`src/rtl/path_normalizer_top_defines.svh`:
```
// Assertion helpers for the path normalizer.
`ifndef PATH_NORMALIZER_TOP_DEFINES_SVH
`define PATH_NORMALIZER_TOP_DEFINES_SVH

// Same-cycle implication, checked only out of reset.
`define PN_ASSERT_NOW(lbl, ante, cons, msg) \
  lbl: assert property (@(posedge clk) disable iff (!rst_n) (ante) |-> (cons)) \
    else $error(msg);

// Next-cycle implication, checked only out of reset.
`define PN_ASSERT_NEXT(lbl, ante, cons, msg) \
  lbl: assert property (@(posedge clk) disable iff (!rst_n) (ante) |=> (cons)) \
    else $error(msg);

`endif

```
`src/rtl/pn_pkg.sv`:
```
`timescale 1ns / 1ps
`default_nettype none

package pn_pkg;

  localparam int MAX_LEN    = 256;
  localparam int MAX_LEVELS = 50;

  localparam int ADDR_W = $clog2(MAX_LEN);
  localparam int POS_W  = $clog2(MAX_LEN + 2);
  localparam int SUM_W  = POS_W + 1;
  localparam int DEP_W  = $clog2(MAX_LEVELS);
  localparam int BEAT_W = 64;

  localparam logic [7:0] CH_SLASH  = 8'h2F;
  localparam logic [7:0] CH_BSLASH = 8'h5C;
  localparam logic [7:0] CH_DOT    = 8'h2E;

  localparam logic [1:0] ST_OK       = 2'd0;
  localparam logic [1:0] ST_LEVELS   = 2'd1;
  localparam logic [1:0] ST_OVERFLOW = 2'd2;

  localparam logic [1:0] DOTS_NONE = 2'd0;
  localparam logic [1:0] DOTS_ONE  = 2'd1;
  localparam logic [1:0] DOTS_TWO  = 2'd2;
  localparam logic [1:0] DOTS_WORD = 2'd3;

  localparam logic [3:0] OP_NONE  = 4'd0;
  localparam logic [3:0] OP_LATCH = 4'd1;
  localparam logic [3:0] OP_CHAR  = 4'd2;
  localparam logic [3:0] OP_CLOSE = 4'd3;
  localparam logic [3:0] OP_POP   = 4'd4;
  localparam logic [3:0] OP_DD    = 4'd5;
  localparam logic [3:0] OP_END   = 4'd6;
  localparam logic [3:0] OP_RD    = 4'd7;
  localparam logic [3:0] OP_CAP   = 4'd8;
  localparam logic [3:0] OP_TAKEN = 4'd9;

  typedef struct packed {
    logic [3:0] op;
    logic       flag;
  } cmd_t;

  typedef struct packed {
    logic need_close;
    logic pop;
    logic dd;
    logic last_item;
    logic end_close;
    logic direct;
    logic beat_ready;
    logic beat_last;
  } sts_t;

endpackage

`default_nettype wire

```
`src/rtl/pn_ifs.sv`:
```
`timescale 1ns / 1ps
`default_nettype none

interface pn_in_if;
  logic       valid;
  logic       ready;
  logic [7:0] char_code;
  logic       char_present;
  logic       end_of_path;
  modport source (output valid, char_code, char_present, end_of_path, input ready);
  modport sink (input valid, char_code, char_present, end_of_path, output ready);
endinterface

interface pn_out_if;
  import pn_pkg::*;
  logic              valid;
  logic              ready;
  logic [BEAT_W-1:0] out_bytes;
  logic [3:0]        byte_count;
  logic              last_beat;
  logic [1:0]        status;
  logic [8:0]        total_length;
  modport source (output valid, out_bytes, byte_count, last_beat, status, total_length,
                  input ready);
  modport sink (input valid, out_bytes, byte_count, last_beat, status, total_length,
                output ready);
endinterface

interface pn_cfg_if;
  logic valid;
  logic ready;
  logic backslash_separates;
  modport source (output valid, backslash_separates, input ready);
  modport sink (input valid, backslash_separates, output ready);
endinterface

`default_nettype wire

```
`src/rtl/pn_ram.sv`:
```
`timescale 1ns / 1ps
`default_nettype none

module pn_ram #(
  parameter int WIDTH = 8,
  parameter int DEPTH = 256
) (
  input  wire logic                     clk,
  input  wire logic                     we,
  input  wire logic [$clog2(DEPTH)-1:0] waddr,
  input  wire logic [WIDTH-1:0]         wdata,
  input  wire logic                     re,
  input  wire logic [$clog2(DEPTH)-1:0] raddr,
  output logic      [WIDTH-1:0]         rdata
);

  logic [WIDTH-1:0] mem [DEPTH];

  always_ff @(posedge clk) begin
    if (we) begin
      mem[waddr] <= wdata;
    end
    if (re) begin
      rdata <= mem[raddr];
    end
  end

endmodule

`default_nettype wire

```
`src/rtl/pn_dp.sv`:
```
`timescale 1ns / 1ps
`default_nettype none

module pn_dp (
  input  wire logic               clk,
  input  wire logic               rst_n,
  input  wire pn_pkg::cmd_t       cmd,
  output pn_pkg::sts_t            sts,
  input  wire logic [7:0]         in_char,
  input  wire logic               in_present,
  input  wire logic               in_last,
  input  wire logic               cfg_we,
  input  wire logic               cfg_bs,
  output logic [pn_pkg::BEAT_W-1:0] beat_bytes,
  output logic [3:0]              beat_count,
  output logic                    beat_last,
  output logic [1:0]              beat_status,
  output logic [8:0]              beat_total
);
  import pn_pkg::*;

  logic [7:0]        c_r;
  logic              present_r, last_r;
  logic [POS_W-1:0]  wp_r, wp_nxt, clen_r, clen_nxt, rd_pos_r, rd_pos_nxt;
  logic [1:0]        dots_r, dots_nxt, err_r, err_nxt;
  logic [DEP_W-1:0]  depth_r, depth_nxt;
  logic              abs_r, abs_nxt, first_r, first_nxt, bs_r;
  logic [BEAT_W-1:0] beat_r, beat_nxt;
  logic [3:0]        cnt_r, cnt_nxt;
  logic              blast_r, blast_nxt;
  logic [1:0]        bstat_r, bstat_nxt;
  logic [8:0]        btot_r, btot_nxt;

  logic              we, re, s_we, s_re;
  logic [ADDR_W-1:0] waddr;
  logic [7:0]        wdata, rdata;
  logic [DEP_W-1:0]  s_waddr, s_raddr;
  logic [POS_W-1:0]  s_rdata;

  logic              sep, take;
  logic [SUM_W-1:0]  idx, wp_ext, wp_dd;

  assign sep    = (c_r == CH_SLASH) || (bs_r && (c_r == CH_BSLASH));
  assign take   = present_r && (err_r == ST_OK);
  assign wp_ext = SUM_W'(wp_r);
  assign idx    = wp_ext + SUM_W'(clen_r);
  assign wp_dd  = wp_ext + SUM_W'(3);

  always_comb begin
    wp_nxt     = wp_r;
    clen_nxt   = clen_r;
    dots_nxt   = dots_r;
    err_nxt    = err_r;
    depth_nxt  = depth_r;
    abs_nxt    = abs_r;
    first_nxt  = first_r;
    rd_pos_nxt = rd_pos_r;
    beat_nxt   = beat_r;
    cnt_nxt    = cnt_r;
    blast_nxt  = blast_r;
    bstat_nxt  = bstat_r;
    btot_nxt   = btot_r;
    we         = 1'b0;
    waddr      = wp_r[ADDR_W-1:0];
    wdata      = CH_DOT;
    re         = 1'b0;
    s_we       = 1'b0;
    s_waddr    = depth_r;
    s_re       = 1'b0;
    s_raddr    = depth_r - 1'b1;
    case (cmd.op)
      OP_CHAR: begin
        if (take) begin
          first_nxt = 1'b0;
          if (first_r && sep) begin
            abs_nxt = 1'b1;
            we      = 1'b1;
            waddr   = '0;
            wdata   = CH_SLASH;
            wp_nxt  = POS_W'(1);
          end else if (!sep) begin
            if (clen_r == '0) begin
              dots_nxt = (c_r == CH_DOT) ? DOTS_ONE : DOTS_WORD;
            end else if (dots_r != DOTS_WORD) begin
              dots_nxt = (c_r == CH_DOT) ? dots_r + 2'd1 : DOTS_WORD;
            end
            if (idx < SUM_W'(MAX_LEN)) begin
              we    = 1'b1;
              waddr = idx[ADDR_W-1:0];
              wdata = c_r;
            end
            if (idx <= SUM_W'(MAX_LEN)) begin
              clen_nxt = clen_r + 1'b1;
            end
          end
        end
      end
      OP_CLOSE: begin
        clen_nxt = '0;
        dots_nxt = DOTS_NONE;
        if (dots_r == DOTS_TWO) begin
          if (depth_r != '0) begin
            depth_nxt = depth_r - 1'b1;
            s_re      = 1'b1;
          end else if (abs_r) begin
            wp_nxt = POS_W'(1);
          end else if (wp_dd > SUM_W'(MAX_LEN)) begin
            err_nxt = ST_OVERFLOW;
          end else begin
            we     = 1'b1;
            wp_nxt = wp_r + 1'b1;
          end
        end else if (dots_r != DOTS_ONE) begin
          if ((DEP_W + 1)'(depth_r) + 1'b1 >= (DEP_W + 1)'(MAX_LEVELS)) begin
            err_nxt = ST_LEVELS;
          end else if (idx > SUM_W'(MAX_LEN)) begin
            err_nxt = ST_OVERFLOW;
          end else begin
            s_we      = 1'b1;
            depth_nxt = depth_r + 1'b1;
            wp_nxt    = idx[POS_W-1:0];
            if (cmd.flag) begin
              if (idx < SUM_W'(MAX_LEN)) begin
                we     = 1'b1;
                waddr  = idx[ADDR_W-1:0];
                wdata  = CH_SLASH;
                wp_nxt = idx[POS_W-1:0] + 1'b1;
              end else begin
                err_nxt = ST_OVERFLOW;
              end
            end
          end
        end
      end
      OP_POP: begin
        wp_nxt = s_rdata;
      end
      OP_DD: begin
        we     = 1'b1;
        wdata  = cmd.flag ? CH_SLASH : CH_DOT;
        wp_nxt = wp_r + 1'b1;
      end
      OP_END: begin
        beat_nxt   = '0;
        cnt_nxt    = '0;
        blast_nxt  = 1'b0;
        bstat_nxt  = err_r;
        btot_nxt   = 9'(wp_r);
        rd_pos_nxt = '0;
        if (err_r != ST_OK) begin
          blast_nxt = 1'b1;
          btot_nxt  = '0;
        end else if (wp_r == '0) begin
          beat_nxt  = BEAT_W'({CH_SLASH, CH_DOT});
          cnt_nxt   = 4'd2;
          blast_nxt = 1'b1;
          btot_nxt  = 9'd2;
        end
      end
      OP_RD: begin
        re = 1'b1;
      end
      OP_CAP: begin
        beat_nxt[{cnt_r[2:0], 3'b000} +: 8] = rdata;
        cnt_nxt    = cnt_r + 1'b1;
        rd_pos_nxt = rd_pos_r + 1'b1;
        if (rd_pos_r + 1'b1 == wp_r) begin
          blast_nxt = 1'b1;
        end
      end
      OP_TAKEN: begin
        beat_nxt = '0;
        cnt_nxt  = '0;
        if (blast_r) begin
          wp_nxt    = '0;
          clen_nxt  = '0;
          dots_nxt  = DOTS_NONE;
          depth_nxt = '0;
          abs_nxt   = 1'b0;
          first_nxt = 1'b1;
          err_nxt   = ST_OK;
        end
      end
      default: begin
      end
    endcase
  end

  always_comb begin
    sts.need_close = take && sep && !first_r && (clen_r != '0);
    sts.pop        = (dots_r == DOTS_TWO) && (depth_r != '0);
    sts.dd         = (dots_r == DOTS_TWO) && (depth_r == '0) && !abs_r &&
                     (wp_dd <= SUM_W'(MAX_LEN));
    sts.last_item  = last_r;
    sts.end_close  = (err_r == ST_OK) && (clen_r != '0);
    sts.direct     = (err_r != ST_OK) || (wp_r == '0);
    sts.beat_ready = (cnt_r == 4'd7) || (rd_pos_r + 1'b1 == wp_r);
    sts.beat_last  = blast_r;
  end

  always_ff @(posedge clk) begin
    if (!rst_n) begin
      wp_r    <= '0;
      clen_r  <= '0;
      dots_r  <= DOTS_NONE;
      err_r   <= ST_OK;
      depth_r <= '0;
      abs_r   <= 1'b0;
      first_r <= 1'b1;
      bs_r    <= 1'b0;
    end else begin
      wp_r    <= wp_nxt;
      clen_r  <= clen_nxt;
      dots_r  <= dots_nxt;
      err_r   <= err_nxt;
      depth_r <= depth_nxt;
      abs_r   <= abs_nxt;
      first_r <= first_nxt;
      if (cfg_we) begin
        bs_r <= cfg_bs;
      end
    end
  end

  always_ff @(posedge clk) begin
    if (cmd.op == OP_LATCH) begin
      c_r       <= in_char;
      present_r <= in_present;
      last_r    <= in_last;
    end
    rd_pos_r <= rd_pos_nxt;
    beat_r   <= beat_nxt;
    cnt_r    <= cnt_nxt;
    blast_r  <= blast_nxt;
    bstat_r  <= bstat_nxt;
    btot_r   <= btot_nxt;
  end

  pn_ram #(.WIDTH(8), .DEPTH(MAX_LEN)) u_path_ram (
    .clk   (clk),
    .we    (we),
    .waddr (waddr),
    .wdata (wdata),
    .re    (re),
    .raddr (rd_pos_r[ADDR_W-1:0]),
    .rdata (rdata)
  );

  pn_ram #(.WIDTH(POS_W), .DEPTH(MAX_LEVELS)) u_level_ram (
    .clk   (clk),
    .we    (s_we),
    .waddr (s_waddr),
    .wdata (wp_r),
    .re    (s_re),
    .raddr (s_raddr),
    .rdata (s_rdata)
  );

  assign beat_bytes  = beat_r;
  assign beat_count  = cnt_r;
  assign beat_last   = blast_r;
  assign beat_status = bstat_r;
  assign beat_total  = btot_r;

endmodule

`default_nettype wire

```
`src/rtl/pn_ctrl.sv`:
```
`timescale 1ns / 1ps
`default_nettype none

module pn_ctrl (
  input  wire logic         clk,
  input  wire logic         rst_n,
  input  wire logic         in_valid,
  output logic              in_ready,
  output logic              out_valid,
  input  wire logic         out_ready,
  input  wire pn_pkg::sts_t sts,
  output pn_pkg::cmd_t      cmd
);
  import pn_pkg::*;

  localparam logic [3:0] S_IDLE  = 4'd0;
  localparam logic [3:0] S_CHAR  = 4'd1;
  localparam logic [3:0] S_CLOSE = 4'd2;
  localparam logic [3:0] S_POP   = 4'd3;
  localparam logic [3:0] S_DD2   = 4'd4;
  localparam logic [3:0] S_DD3   = 4'd5;
  localparam logic [3:0] S_END   = 4'd6;
  localparam logic [3:0] S_RD    = 4'd7;
  localparam logic [3:0] S_CAP   = 4'd8;
  localparam logic [3:0] S_OUT   = 4'd9;

  logic [3:0] state_r, state_nxt;
  logic       sep_r, sep_nxt;
  logic [3:0] after_close;

  assign after_close = sts.last_item ? S_END : S_IDLE;

  always_comb begin
    state_nxt = state_r;
    sep_nxt   = sep_r;
    cmd       = '{op: OP_NONE, flag: 1'b0};
    in_ready  = 1'b0;
    out_valid = 1'b0;
    case (state_r)
      S_IDLE: begin
        in_ready = 1'b1;
        if (in_valid) begin
          cmd.op    = OP_LATCH;
          state_nxt = S_CHAR;
        end
      end
      S_CHAR: begin
        cmd.op = OP_CHAR;
        if (sts.need_close) begin
          sep_nxt   = 1'b1;
          state_nxt = S_CLOSE;
        end else begin
          state_nxt = after_close;
        end
      end
      S_CLOSE: begin
        cmd = '{op: OP_CLOSE, flag: sep_r};
        if (sts.pop) begin
          state_nxt = S_POP;
        end else if (sts.dd) begin
          state_nxt = S_DD2;
        end else begin
          state_nxt = after_close;
        end
      end
      S_POP: begin
        cmd.op    = OP_POP;
        state_nxt = after_close;
      end
      S_DD2: begin
        cmd       = '{op: OP_DD, flag: 1'b0};
        state_nxt = S_DD3;
      end
      S_DD3: begin
        cmd       = '{op: OP_DD, flag: 1'b1};
        state_nxt = after_close;
      end
      S_END: begin
        if (sts.end_close) begin
          sep_nxt   = 1'b0;
          state_nxt = S_CLOSE;
        end else begin
          cmd.op    = OP_END;
          state_nxt = sts.direct ? S_OUT : S_RD;
        end
      end
      S_RD: begin
        cmd.op    = OP_RD;
        state_nxt = S_CAP;
      end
      S_CAP: begin
        cmd.op    = OP_CAP;
        state_nxt = sts.beat_ready ? S_OUT : S_RD;
      end
      S_OUT: begin
        out_valid = 1'b1;
        if (out_ready) begin
          cmd.op    = OP_TAKEN;
          state_nxt = sts.beat_last ? S_IDLE : S_RD;
        end
      end
      default: begin
        state_nxt = S_IDLE;
      end
    endcase
  end

  always_ff @(posedge clk) begin
    if (!rst_n) begin
      state_r <= S_IDLE;
      sep_r   <= 1'b0;
    end else begin
      state_r <= state_nxt;
      sep_r   <= sep_nxt;
    end
  end

endmodule

`default_nettype wire

```
`src/rtl/path_normalizer_top.sv`:
```
// Each word is latched while idle and handled in the character state; a separator ending
// a component adds the close state, a climbing ".." the pop state and a relative "../" the
// dot and slash states. The last word adds the end state, a read and a capture per byte
// and an output state per beat. No word is taken until the last is done and flushed.
// Reset (rst_n low, synchronous) clears control state and the backslash option; the
// path and level RAMs are not cleared and need no clearing pass.
`timescale 1ns / 1ps
`default_nettype none

`include "path_normalizer_top_defines.svh"

module path_normalizer_top (
  input  wire logic clk,
  input  wire logic rst_n,
  pn_in_if.sink     in_ch,
  pn_out_if.source  out_ch,
  pn_cfg_if.sink    cfg_ch
);
  import pn_pkg::*;

  cmd_t cmd;
  sts_t sts;

  // The configuration register is always writable; writes must only happen while idle, unenforced by the block.
  assign cfg_ch.ready = 1'b1;

  // The controller sequences one input word through character handling, component
  // closing and, on the last word, the beat-by-beat flush of the path buffer.
  pn_ctrl u_ctrl (
    .clk       (clk),
    .rst_n     (rst_n),
    .in_valid  (in_ch.valid),
    .in_ready  (in_ch.ready),
    .out_valid (out_ch.valid),
    .out_ready (out_ch.ready),
    .sts       (sts),
    .cmd       (cmd)
  );

  // The datapath holds the path and level RAMs, the component trackers and the
  // output beat register, which stays stable while a beat waits.
  pn_dp u_dp (
    .clk         (clk),
    .rst_n       (rst_n),
    .cmd         (cmd),
    .sts         (sts),
    .in_char     (in_ch.char_code),
    .in_present  (in_ch.char_present),
    .in_last     (in_ch.end_of_path),
    .cfg_we      (cfg_ch.valid),
    .cfg_bs      (cfg_ch.backslash_separates),
    .beat_bytes  (out_ch.out_bytes),
    .beat_count  (out_ch.byte_count),
    .beat_last   (out_ch.last_beat),
    .beat_status (out_ch.status),
    .beat_total  (out_ch.total_length)
  );

  // A path is fully flushed before another word is taken.
  `PN_ASSERT_NOW(a_no_overlap, out_ch.valid, !in_ch.ready, "input taken during flush")
  // An accepted input word is always processed further before the input is ready again.
  `PN_ASSERT_NEXT(a_two_cycles, in_ch.valid && in_ch.ready, !in_ch.ready,
                  "input ready right after accept")
  // Error results carry no bytes and no length.
  `PN_ASSERT_NOW(a_err_empty, out_ch.valid && out_ch.status != ST_OK,
                 out_ch.byte_count == 4'd0 && out_ch.total_length == 9'd0 && out_ch.last_beat,
                 "error beat not empty")
  // A beat never carries more than eight bytes, and only a final beat is short.
  `PN_ASSERT_NOW(a_beat_size, out_ch.valid && !out_ch.last_beat,
                 out_ch.byte_count == 4'd8, "short beat before the last")

endmodule

`default_nettype wire

```
`src/flat_wrapper.sv`:
```
// flat-port wrapper written by rule: the top's interface ports become plain ports
module path_normalizer_top_flat import pn_pkg::*;
  (clk, rst_n, in_ch_valid, in_ch_char_code, in_ch_char_present, in_ch_end_of_path, in_ch_ready, out_ch_valid, out_ch_out_bytes, out_ch_byte_count, out_ch_last_beat, out_ch_status, out_ch_total_length, out_ch_ready, cfg_ch_valid, cfg_ch_backslash_separates, cfg_ch_ready);
  pn_in_if in_ch_i ();
  pn_out_if out_ch_i ();
  pn_cfg_if cfg_ch_i ();
  input  wire logic clk;
  input  wire logic rst_n;
  input wire logic [$bits(in_ch_i.valid)-1:0] in_ch_valid;
  input wire logic [$bits(in_ch_i.char_code)-1:0] in_ch_char_code;
  input wire logic [$bits(in_ch_i.char_present)-1:0] in_ch_char_present;
  input wire logic [$bits(in_ch_i.end_of_path)-1:0] in_ch_end_of_path;
  output wire logic [$bits(in_ch_i.ready)-1:0] in_ch_ready;
  output wire logic [$bits(out_ch_i.valid)-1:0] out_ch_valid;
  output wire logic [$bits(out_ch_i.out_bytes)-1:0] out_ch_out_bytes;
  output wire logic [$bits(out_ch_i.byte_count)-1:0] out_ch_byte_count;
  output wire logic [$bits(out_ch_i.last_beat)-1:0] out_ch_last_beat;
  output wire logic [$bits(out_ch_i.status)-1:0] out_ch_status;
  output wire logic [$bits(out_ch_i.total_length)-1:0] out_ch_total_length;
  input wire logic [$bits(out_ch_i.ready)-1:0] out_ch_ready;
  input wire logic [$bits(cfg_ch_i.valid)-1:0] cfg_ch_valid;
  input wire logic [$bits(cfg_ch_i.backslash_separates)-1:0] cfg_ch_backslash_separates;
  output wire logic [$bits(cfg_ch_i.ready)-1:0] cfg_ch_ready;
  assign in_ch_i.valid = in_ch_valid;
  assign in_ch_i.char_code = in_ch_char_code;
  assign in_ch_i.char_present = in_ch_char_present;
  assign in_ch_i.end_of_path = in_ch_end_of_path;
  assign in_ch_ready = in_ch_i.ready;
  assign out_ch_valid = out_ch_i.valid;
  assign out_ch_out_bytes = out_ch_i.out_bytes;
  assign out_ch_byte_count = out_ch_i.byte_count;
  assign out_ch_last_beat = out_ch_i.last_beat;
  assign out_ch_status = out_ch_i.status;
  assign out_ch_total_length = out_ch_i.total_length;
  assign out_ch_i.ready = out_ch_ready;
  assign cfg_ch_i.valid = cfg_ch_valid;
  assign cfg_ch_i.backslash_separates = cfg_ch_backslash_separates;
  assign cfg_ch_ready = cfg_ch_i.ready;
  path_normalizer_top u_core (.clk(clk), .rst_n(rst_n), .in_ch(in_ch_i), .out_ch(out_ch_i), .cfg_ch(cfg_ch_i));
endmodule
```
`config.mk`:
```
export PLATFORM = sky130hd
export DESIGN_NAME = path_normalizer_top_flat
export DESIGN_NICKNAME = d
export VERILOG_FILES = /design/src/rtl/pn_pkg.sv /design/src/rtl/pn_ifs.sv /design/src/rtl/pn_ram.sv /design/src/rtl/pn_dp.sv /design/src/rtl/pn_ctrl.sv /design/src/rtl/path_normalizer_top.sv /design/src/flat_wrapper.sv
export VERILOG_INCLUDE_DIRS = /design/src /design/src/rtl
export SDC_FILE = /design/constraint.sdc
export NUM_CORES = 2
export LEC_CHECK = 0
export ABC_AREA = 1
export ABC_CLOCK_PERIOD_IN_PS = 31000
export BUFFER_PORTS_ARGS = -buffer_cell sky130_fd_sc_hd__buf_2
export CAP_MARGIN = 10
export CELL_PAD_IN_SITES_DETAIL_PLACEMENT = 1
export CELL_PAD_IN_SITES_GLOBAL_PLACEMENT = 1
export CORE_UTILIZATION = 39
export CTS_BUF_LIST = sky130_fd_sc_hd__clkbuf_16
export CTS_CLUSTER_SIZE = 25
export DETAILED_ROUTE_END_ITERATION = 10
export PLACE_DENSITY = 0.72
export SLEW_MARGIN = 20
export SYNTH_ARGS = -nofsm -noshare
export SYNTH_HDL_FRONTEND = slang
export SYNTH_HIERARCHICAL = 1
export SYNTH_SLANG_ARGS = --single-unit
```
`constraint.sdc`:
```
create_clock -name clk -period 31 [get_ports clk]
set_input_delay 4.65 -clock clk [delete_from_list [all_inputs] [get_ports clk]]
set_output_delay 4.65 -clock clk [all_outputs]
set_load 0.005 [all_outputs]
```
==> flow_metrics.py <==
metrics = {
    "grt": {
        "antenna_found_initial": 12,
        "grt_usage_pct": 23.48,
        "grt.overflow.total": 0,
        "grt_pass1_wl_mm": 507.9,
        "grt_pass1_vias": 78471,
        "grt_start_max_net_pins": 227,
    },
    "timing": {
        "max_freq_mhz": 107.4,
        "worst_pin_slew_ns": 1.315,
        "slew_headroom_pct": 12.34,
        "fin_worst_skew_ns": 0.06173,
        "finalSetupViolCount": 0,
        "timing.final.crit_period_ns": 9.309,
        "worst_slack_ns": 21.69,
        "rsz0062_at_grt": "no",
        "slew_viol_final": 0,
        "hold_viol_final": 0,
        "finalCritPeriodShare_pct": 30.03,
        "setup_tns_ns": 0,
    },
    "worst_setup_path": {
        "endpoint_kind": "flip-flop",
        "crit_chain": "buf_2 > nand2_1 > nand2_1 > or2_1 > nor2_4 > inv_2 > nor2_4 > inv_2 > nor2_2 > inv_2 > nor2_4 > inv_2 > o22ai_1 > nand3b_1 > inv_1 > nor2_1 > nand3_1 > nor2_1",
        "slowest_delay_ns": 1.05,
        "cp-start-kind": "input port",
        "cp.required_ns": 31.42,
        "cp_max_fo": 16,
        "crit_path_frequent_cell": "inv_2",
        "rrSetupSlack_ns": 24.18,
        "critical-path-top-delay-family": "simple AND/OR/NAND/NOR gates",
        "r2r_cells": 24,
        "slowest_stage": "nand3_1",
        "path_buf_inv": 6,
        "worstSetupPathType": "input port to flip-flop",
        "reg2reg_from": "u_core/u_dp/clen_r[1]",
        "cp.arrival_ns": 9.73,
        "rr_endpoint": "u_core/u_dp/u_path_ram/mem[148][5]",
    },
    "clocking": {
        "ctsHoldBuffers": 0,
        "clock_path_buffers": 4,
        "cts_num_sinks": 2650,
        "numCtsBuffers": 275,
        "clk_pin_slew_ns": 0.06,
        "post_cts_buffers": 0,
        "cts_tree": "done",
        "clk_latency_ns": 0.84,
        "htreeDepth": 5,
        "root_buffer": "clkbuf_16",
        "cts_resized": 0,
    },
    "power_and_ir_drop": {
        "ir_drop_uv": 46.64,
        "power_frac_seq_pct": 50.0,
        "p_int_uw": 6033,
        "combPwrFrac_pct": 9.7,
        "power_density_nw_per_um2": 65.36,
        "switchingPower_uw": 1993,
        "p_leak_uw": 0.04264,
        "switching_share_pct": 24.83,
        "report.power.total_uw": 8025,
        "p_clk_share_pct": 40.3,
    },
    "route": {
        "vias": 76670,
        "ant_nets": 0,
        "viasPerCell": 5.654,
        "wire_per_inst_um": 25.34,
        "drtIter0Drc": 8013,
        "drc_errors": 0,
        "wl_mm": 343.6,
        "drtPass1Iterations": 6,
    },
    "synth": {
        "syn_area_sq_um": 111000,
        "synth_fp_nets": 9787,
        "synth_area_leaders": "edfxtp_1 71%, nand3_1 11%, nand2_1 9.6%, nor2_1 2.1%, buf_2 1.4%",
        "syn_inst": 9741,
        "yosys_warnings": 6,
        "synth.top_cell.area_share_pct": 70.74,
        "ys_async_sr_fraction_pct": 0,
        "synth-seq-cells": 2650,
        "synth-main-ff-cell": "edfxtp_1",
        "synth.most_common_cell": "nand2_1",
        "yosysSeqAreaShare_pct": 71.38,
        "syn_avg_cell_area_sq_um": 11.39,
        "yosys.area.top_type": "edfxtp_1",
        "synth-edff-count": 2614,
        "ys_types": 54,
        "ys_top_cells_by_count": "2,825 x nand2_1, 2,614 x edfxtp_1, 2,397 x nand3_1",
    },
    "place": {
        "place_hpwl_mm": 202.4,
        "place.port_buffers": 97,
        "place.gp.congestion": 0.8872,
        "place_ws_ns": 21.07,
        "post_dp_cell_area_sq_um": 114100,
    },
    "layout": {
        "nFillCells": 30012,
        "regArea_sq_um": 79230,
        "drive_gt1_share_pct": 6.799,
        "stdcell_area_sq_um": 122800,
        "fin_util_pct": 43.46,
        "final_nets": 9655,
        "syn_to_final_growth_pct": 10.65,
        "multi_input_area_sq_um": 27990,
    },
    "min_path": {
        "min_path_cells": 2,
        "whs_endpoint": "u_core/u_ctrl/sep_r",
        "hp-start": "u_core/u_ctrl/sep_r",
        "hold_path.class": "flip-flop to flip-flop",
    },
    "floorplanning": {
        "core_sq_um": 282500,
        "die_y_um": 535.4,
        "die-area_sq_um": 286700,
        "ios": 99,
        "start_util_pct": 39.28,
        "rows": 195,
        "fp.dieW_um": 535.4,
    },
    "status": {
        "status": "completed",
    },
    "job": {
        "cap_violations": 0,
    },
}
-- power by group through the flow --
| stage | Sequential (uW) | Clock [uW] | Combinational (uW) |
|---|---|---|---|
| 5_1_grt | 4010 | 3400 | 830 |
| 2_1_floorplan | 4110 | 0 | 461 |
| 3_3_place_gp | 4090 | 0 | 742 |
| 3_5_place_dp | 4090 | 0 | 757 |
| 4_1_cts | 4010 | 3290 | 764 |
| 6_report | 4010 | 3240 | 775 |
-- flip-flops by register name (all words and copies together), names as in the netlist, 4 cells and up --
name,flops
u_core/u_dp/u_level_ram/rdata,9
u_core/u_dp/wp_r,9
u_core/u_dp/u_path_ram/rdata,8
u_core/u_dp/clen_r,9
u_core/u_dp/rd_pos_r,9
u_core/u_dp/u_level_ram/mem,450
u_core/u_dp/beat_total,9
u_core/u_dp/depth_r,6
u_core/u_dp/beat_bytes,64
u_core/u_dp/c_r,8
u_core/u_dp/beat_count,4
u_core/u_ctrl/state_r,4
u_core/u_dp/u_path_ram/mem,2048
-- tightest hold or removal path, cell delays in order (launching register included) --
cell      delay, ns
dfxtp_1        0.33
inv_1          0.06
a221oi_1       0.07
-- worst max path at each step --
stage	start	to	slack [ns]	cells past startpoint
floorplan	out_ch_ready	u_core/u_dp/u_path_ram/mem[0][4]	13.51	12
global placement	out_ch_ready	u_core/u_dp/u_path_ram/mem[148][1]	21.19	18
detailed placement	out_ch_ready	u_core/u_dp/u_path_ram/mem[156][3]	21.07	18
CTS	out_ch_ready	u_core/u_dp/u_path_ram/mem[148][5]	21.92	18
global route	out_ch_ready	u_core/u_dp/u_path_ram/mem[150][0]	21.51	18
finish	out_ch_ready	u_core/u_dp/u_path_ram/mem[148][5]	21.69	18
-- area by class of cell --
| class | count | share of cell area (%) |
|---|---|---|
| Sequential cell | 2650 | 64.52 |
| Inverter | 191 | 0.6216 |
| Clock inverter | 189 | 1.186 |
| Tap cell | 3743 | 3.814 |
| Antenna cell | 7 | 0.01427 |
| Clock buffer | 289 | 5.890 |
| Multi-Input combinational cell | 6290 | 22.80 |
| Timing Repair Buffer | 201 | 1.157 |
-- cell families (layout without fill, tap and decap cells) --
kind of cell / after synthesis / in the layout / share of synthesized area [%]
DFF: 2650 / 2650 / 71.38
adders and majority gates: 30 / 30 / 0.3450
xor gates and xnor gates: 29 / 29 / 0.2289
and+or+nand+nor: 5935 / 5935 / 23.09
other: 1 / 8 / 0.003379
AOI/OAI and AO/OA: 295 / 295 / 1.483
buffers and inverters: 801 / 870 / 3.469
-- per-stage QoR --
stage / instances / hold slack (ns)
2_1_floorplan: 9741 / 0.4316
3_3_place_gp: 13075 / 0.4824
3_5_place_dp: 13075 / 0.4966
4_1_cts: 13553 / 0.5054
5_1_grt: 13556 / 0.5312
6_report: 13560 / 0.5097
-- per-layer routing --
layer  global-route usage [%]  routed length (um)  vias up
li1                         -                   -    34001
met1                    31.31              142000    38952
met2                    38.84              164100     3092
met3                    3.886               25810      619
met4                    7.997               11620        6
met5                        0                  41        -
-- placed cells by master (no fill, tap or decap), types with 4 or more instances in the layout --
| cell type | instances |
|---|---|
| buf_4 | 91 |
| nand3_1 | 2396 |
| a21oi_1 | 93 |
| nor2_2 | 9 |
| clkinv_1 | 67 |
| nand2_2 | 16 |
| buf_2 | 97 |
| bufinv_16 | 23 |
| inv_2 | 16 |
| clkbuf_16 | 289 |
| nand3b_1 | 10 |
| buf_12 | 12 |
| xor2_1 | 22 |
| clkinvlp_4 | 11 |
| nor3_1 | 22 |
| dfxtp_1 | 27 |
| nand2_1 | 2819 |
| o21a_1 | 5 |
| xnor2_1 | 7 |
| nand2_4 | 7 |
| nor4_1 | 5 |
| edfxtp_1 | 2614 |
| nand3_2 | 4 |
| o22ai_1 | 4 |
| nor2_1 | 606 |
| o211ai_1 | 12 |
| inv_6 | 5 |
| clkinv_2 | 39 |
| nand4_1 | 15 |
| dfxtp_2 | 9 |
| ha_1 | 29 |
| inv_1 | 210 |
| nor2_4 | 10 |
| a211oi_1 | 9 |
| diode_2 | 7 |
| nor3_2 | 5 |
| o21ai_1 | 12 |
| o21ai_0 | 143 |
No activity file was read; power rests on OpenSTA's default activity.
